--- src/rtl/ost_pkg.sv ---
// ----------------------------------------------------------------------------
// ost_pkg: shared types and constants of the occupancy slot table
// Slot geometry, field widths, command and status codes, and the command and
// status bundles between the controller and the datapath.
// ----------------------------------------------------------------------------
package ost_pkg;

  // Slot geometry and field widths.
  localparam int SlotNum  = 256;
  localparam int SlotAw   = 8;
  localparam int CntW     = 9;
  localparam int ValW     = 32;
  localparam int CmdW     = 3;
  localparam int StW      = 2;
  localparam int InitCap  = 16;

  // Packed stream widths, rounded up to whole bytes.
  localparam int InFieldW  = CmdW + CntW + ValW;
  localparam int InW       = ((InFieldW + 7) / 8) * 8;
  localparam int OutFieldW = ValW + SlotAw + 1 + StW + CntW + CntW;
  localparam int OutW      = ((OutFieldW + 7) / 8) * 8;

  // Reset values of the capacity and the chunk register.
  localparam logic [CntW-1:0] CapRst   = CntW'((InitCap > SlotNum) ? SlotNum : InitCap);
  localparam logic [CntW-1:0] ChunkRst = CntW'(16);

  // Command codes; code 7 is a no-operation.
  typedef enum logic [CmdW-1:0] {
    CMD_GET    = 3'd0,
    CMD_SET    = 3'd1,
    CMD_REMOVE = 3'd2,
    CMD_PUSH   = 3'd3,
    CMD_POP    = 3'd4,
    CMD_NEXT   = 3'd5,
    CMD_PREV   = 3'd6
  } cmd_e;

  // Result status codes.
  typedef enum logic [StW-1:0] {
    ST_OK    = 2'd0,
    ST_RANGE = 2'd1,
    ST_FULL  = 2'd2
  } st_e;

  // Strobes from the controller to the datapath.
  typedef struct packed {
    logic load;    // capture the input transaction
    logic look;    // search valid bits, issue the slot read
    logic exec;    // apply the command, write back
    logic shrink;  // check the top chunk and contract
    logic emit;    // load the output register
  } dp_cmd_t;

  // Status from the datapath to the controller.
  typedef struct packed {
    logic shrink_chk;  // the command just executed may contract capacity
    logic out_free;    // output register can take a result
  } dp_sts_t;

endpackage

--- src/rtl/ost_ctrl.sv ---
// ----------------------------------------------------------------------------
// ost_ctrl: command sequencer of the occupancy slot table
// Steps one transaction through search, execute, optional contraction check
// and output load.
// ----------------------------------------------------------------------------
module ost_ctrl (
  input  logic              clk_i,
  input  logic              rst_ni,
  input  logic              in_valid_i,
  output logic              in_ready_o,
  output ost_pkg::dp_cmd_t  ctl_o,
  input  ost_pkg::dp_sts_t  sts_i
);
  import ost_pkg::*;

  localparam logic [2:0] S_IDLE   = 3'd0;
  localparam logic [2:0] S_LOOK   = 3'd1;
  localparam logic [2:0] S_EXEC   = 3'd2;
  localparam logic [2:0] S_SHRINK = 3'd3;
  localparam logic [2:0] S_DONE   = 3'd4;

  logic [2:0] state_q, state_d;

  // Next state and datapath strobes.
  always_comb begin
    state_d = state_q;
    ctl_o   = '0;
    unique case (state_q)
      S_IDLE: begin
        ctl_o.load = in_valid_i;
        if (in_valid_i) begin
          state_d = S_LOOK;
        end
      end
      S_LOOK: begin
        ctl_o.look = 1'b1;
        state_d    = S_EXEC;
      end
      S_EXEC: begin
        ctl_o.exec = 1'b1;
        state_d    = sts_i.shrink_chk ? S_SHRINK : S_DONE;
      end
      S_SHRINK: begin
        ctl_o.shrink = 1'b1;
        state_d      = S_DONE;
      end
      S_DONE: begin
        ctl_o.emit = sts_i.out_free;
        if (sts_i.out_free) begin
          state_d = S_IDLE;
        end
      end
      default: begin
        state_d = S_IDLE;
      end
    endcase
  end

  assign in_ready_o = (state_q == S_IDLE);

  // State register.
  always_ff @(posedge clk_i or negedge rst_ni) begin
    if (!rst_ni) begin
      state_q <= S_IDLE;
    end else begin
      state_q <= state_d;
    end
  end

`ifndef SYNTHESIS
  // An accepted transaction goes straight to the search step.
  a_accept_look : assert property (@(posedge clk_i) disable iff (!rst_ni)
    (in_valid_i && in_ready_o) |=> (state_q == S_LOOK))
    else $error("accepted transaction did not start the search");

  // At most one datapath step per cycle.
  a_one_step : assert property (@(posedge clk_i) disable iff (!rst_ni)
    $onehot0({ctl_o.load, ctl_o.look, ctl_o.exec, ctl_o.shrink, ctl_o.emit}))
    else $error("several datapath steps at once");

  // A result is only loaded when the output register can take it.
  a_emit_free : assert property (@(posedge clk_i) disable iff (!rst_ni)
    ctl_o.emit |-> sts_i.out_free)
    else $error("result loaded over a pending one");
`endif

endmodule

--- config.mk ---
export PLATFORM = sky130hd
export DESIGN_NAME = ost_ctrl
export DESIGN_NICKNAME = d
export VERILOG_FILES = /design/src/rtl/ost_pkg.sv /design/src/rtl/ost_ctrl.sv
export SDC_FILE = /design/constraint.sdc
export NUM_CORES = 1
export LEC_CHECK = 0
export BUFFER_PORTS_ARGS = -buffer_cell sky130_fd_sc_hd__buf_4
export CAP_MARGIN = 25
export CELL_PAD_IN_SITES_DETAIL_PLACEMENT = 2
export CELL_PAD_IN_SITES_GLOBAL_PLACEMENT = 2
export CORE_AREA = 2 2 39 41
export CTS_CLUSTER_SIZE = 24
export DETAILED_ROUTE_END_ITERATION = 6
export DIE_AREA = 0 0 41 43
export GPL_TIMING_DRIVEN = 0
export PLACE_DENSITY = 0.55
export SETUP_SLACK_MARGIN = 0.02
export SYNTH_ARGS = -nofsm -noshare
export SYNTH_HDL_FRONTEND = slang
export SYNTH_SLANG_ARGS = --single-unit
--- constraint.sdc ---
create_clock -name clk_i -period 1.5 [get_ports clk_i]
set_input_delay 0.075 -clock clk_i [delete_from_list [all_inputs] [get_ports clk_i]]
set_output_delay 0.075 -clock clk_i [all_outputs]
set_load 0.01 [all_outputs]
==> impl_metrics.yaml <==
cts:
  cts_tree: "done"
  clk_pin_slew_ns: 0.03
  h-tree-depth: 1
  cts_setup_buffers: 0
  hold_buffers: 1
  postCtsResizedCells: 0
  ctsLongestPathBuffers: 2
  cts-buffers-inserted: 3
  clkLatencyLatePin_ns: 0.23
  root_buffer: "clkbuf_4"
  cts.sinks: 3
placement:
  io_buffers: 10
  gp_congestion: 0.655
  dp.cells: 45
critical_path:
  worst-path-buf-inv: 2
  crit_family: "flip-flops"
  r2r_cells: 2
  r2r-end: "state_q[2]$_DFFE_PN0P_"
  worstSetupPathType: "flop to output pin"
  worstReg2RegStart: "state_q[0]$_DFFE_PN0P_"
  max_stage_delay_ns: 0.36
  r2r_setup_slack_ns: 0.35
  cp_max_fo: 10
  startpoint_type: "flop"
  cp.required_ns: 1.42
  path_cells: "buf_6 -> nand2b_1 -> nor3_1 -> buf_4"
  arrival_ns: 1.16
  cpMaxStageDelayCell: "dfrtp_1"
  cp-end-kind: "output pin"
synthesis:
  netlist_instances: 19
  synth.top_cells.by_area: "dfrtp_1, or4b_4, and4bb_2"
  synth_area_um2: 196
  yosysWarningCount: 0
  synth.distinct_cells: 15
  seq_area_frac_synth_pct: 38.2
  syn_avg_cell_area_um2: 10.3
  yosysTopAreaCell: "dfrtp_1"
  synth-seq-cells: 3
  netlist.area_leader.share_pct: 38.2
  synth_nets: 24
power:
  ir_drop_uv: 349
  power_density_nw_per_um2: 1930
  leakage_nw: 0.156
floorplanning:
  die_x_um: 41
  initial_core_util_pct: 14.2
  die_h_um: 43
  io-pin-count: 11
  dieArea_um2: 1760
  num_rows: 14
  core-area_um2: 1380
layout:
  antenna_cells: 0
  fin_cells: 50
  utilization_pct: 23.7
  area_growth_pct: 66.9
  regMostFlops: "state_q"
  drive_gt1_share_pct: 52.9
  nNetsFinal: 40
  largest_reg_flops: 3
  top_regs: "state_q: 3 flops"
detailed_routing:
  drt-initial-drc-count: 4
  drc: 0
  antenna_left: 0
  via_count: 196
  routedWlPerCell_um: 10.4
  routed_wl_um: 520
  viasPerCell: 3.92
  firstDrtPassIters: 2
run:
  cap_viol_max_count: 0
timing:
  setup_violations: 0
  timing.slew.headroom_pct: 82.9
  drv_slew: 0
  hold_viol: 0
  tightest_slew_ns: 0.256
  fin_skew_ns: 0.000572
  finalCritPeriodShare_pct: 82.6
  max_freq_mhz: 807
  final.min_clock_period_ns: 1.24
  fin_tns_setup_ns: 0
  rsz0062_at_grt: "false"
global_route:
  globalRouteTotalUtil_pct: 7.85
  grt_pass1_vias: 219
  antenna_found_initial: 0
  grt_start_max_net_pins: 11
  grt_pass1_wl_um: 883
  gr-total-overflow: 0
min_path:
  worstHoldPathCells: 2
  worst_hold_path.endpoint: "state_q[1]$_DFFE_PN0P_"
  hold_path.class: "input pin to flop"
  min_from: "sts_i[1]"
outcome:
  outcome: "finished, final reports clean"
-- where the power goes --
| group | switching, mW | internal [mW] |
|---|---|---|
| clock | 0.0383 | 0.0994 |
| combinational | 0.138 | 0.189 |
| sequential | 0.0520 | 0.116 |
-- placed cells by master (no fill, tap or decap) --
cell type	synthesis	layout
clkbuf_4	0	3
dfrtp_1	3	3
nand2_1	1	1
nand2b_1	2	2
a31o_2	1	1
dlygate4sd3_1	0	1
nor2b_1	1	1
and4bb_2	1	1
nor2_1	1	1
a21boi_0	1	1
and3b_1	1	1
buf_4	0	10
or4b_4	1	1
nor3_1	2	2
clkbuf_1	0	1
and2_1	1	1
nor3b_1	1	1
buf_6	1	1
o21ai_2	1	1
-- cell families (layout without fill, tap and decap cells) --
logic type | count (synthesis) | count (layout) | share of synthesized area (%)
buffers and inverters | 1 | 16 | 5.73
and+or+nand+nor | 12 | 12 | 43.3
DFF | 3 | 3 | 38.2
AOI/OAI and AO/OA | 3 | 3 | 12.7
-- metal layers --
layer	up-vias	share of wire [%]	GRT usage (%)
met3	0	2.7	1.57
met5	-	0	0
met4	0	0	8.00
li1	98	-	-
met2	6	56	11.6
met1	92	41	8.44
-- how the worst max path moves through the flow --
stage / from / endpoint / cells past startpoint
5_1_grt: state_q[2]$_DFFE_PN0P_ / ctl_o[3] / 2
6_report: state_q[1]$_DFFE_PN0P_ / ctl_o[4] / 4
3_5_place_dp: state_q[1]$_DFFE_PN0P_ / state_q[2]$_DFFE_PN0P_ / 3
3_3_place_gp: state_q[0]$_DFFE_PN0P_ / state_q[2]$_DFFE_PN0P_ / 2
4_1_cts: state_q[1]$_DFFE_PN0P_ / ctl_o[4] / 4
2_1_floorplan: state_q[1]$_DFFE_PN0P_ / state_q[2]$_DFFE_PN0P_ / 3
-- area by class of cell --
cell class | count | area, µm²
plain buffers | 1 | 11.3
clock buffers | 4 | 26.3
flip-flops and latches | 3 | 75.1
multi-input cells | 15 | 110
fillers | 166 | 1060
repair buffers | 11 | 85.1
well taps | 16 | 20.0
-- synth_stat cells, drive strengths merged --
| cell type | number |
|---|---|
| a31o | 1 |
| buf | 1 |
| nor2 | 1 |
| nand2 | 1 |
| nand2b | 2 |
| a21boi | 1 |
| nor2b | 1 |
| and2 | 1 |
| nor3b | 1 |
| nor3 | 2 |
| and4bb | 1 |
| or4b | 1 |
| dfrtp | 3 |
| and3b | 1 |
| o21ai | 1 |
-- stage by stage --
| step | cell area (µm²) | hold slack, ns | power, mW | worst slack [ns] |
|---|---|---|---|---|
| final | 328 | 0.110 | 0.632 | 0.260 |
| after detailed placement | 292 | -0.134 | 0.502 | 0.351 |
| after floorplan | 196 | -0.221 | 0.352 | 0.392 |
| after global placement | 292 | -0.135 | 0.494 | 0.363 |
| after CTS | 328 | 0.103 | 0.651 | 0.233 |
| after global routing | 328 | 0.120 | 0.688 | 0.165 |
Power figures use the tool's default switching activity.
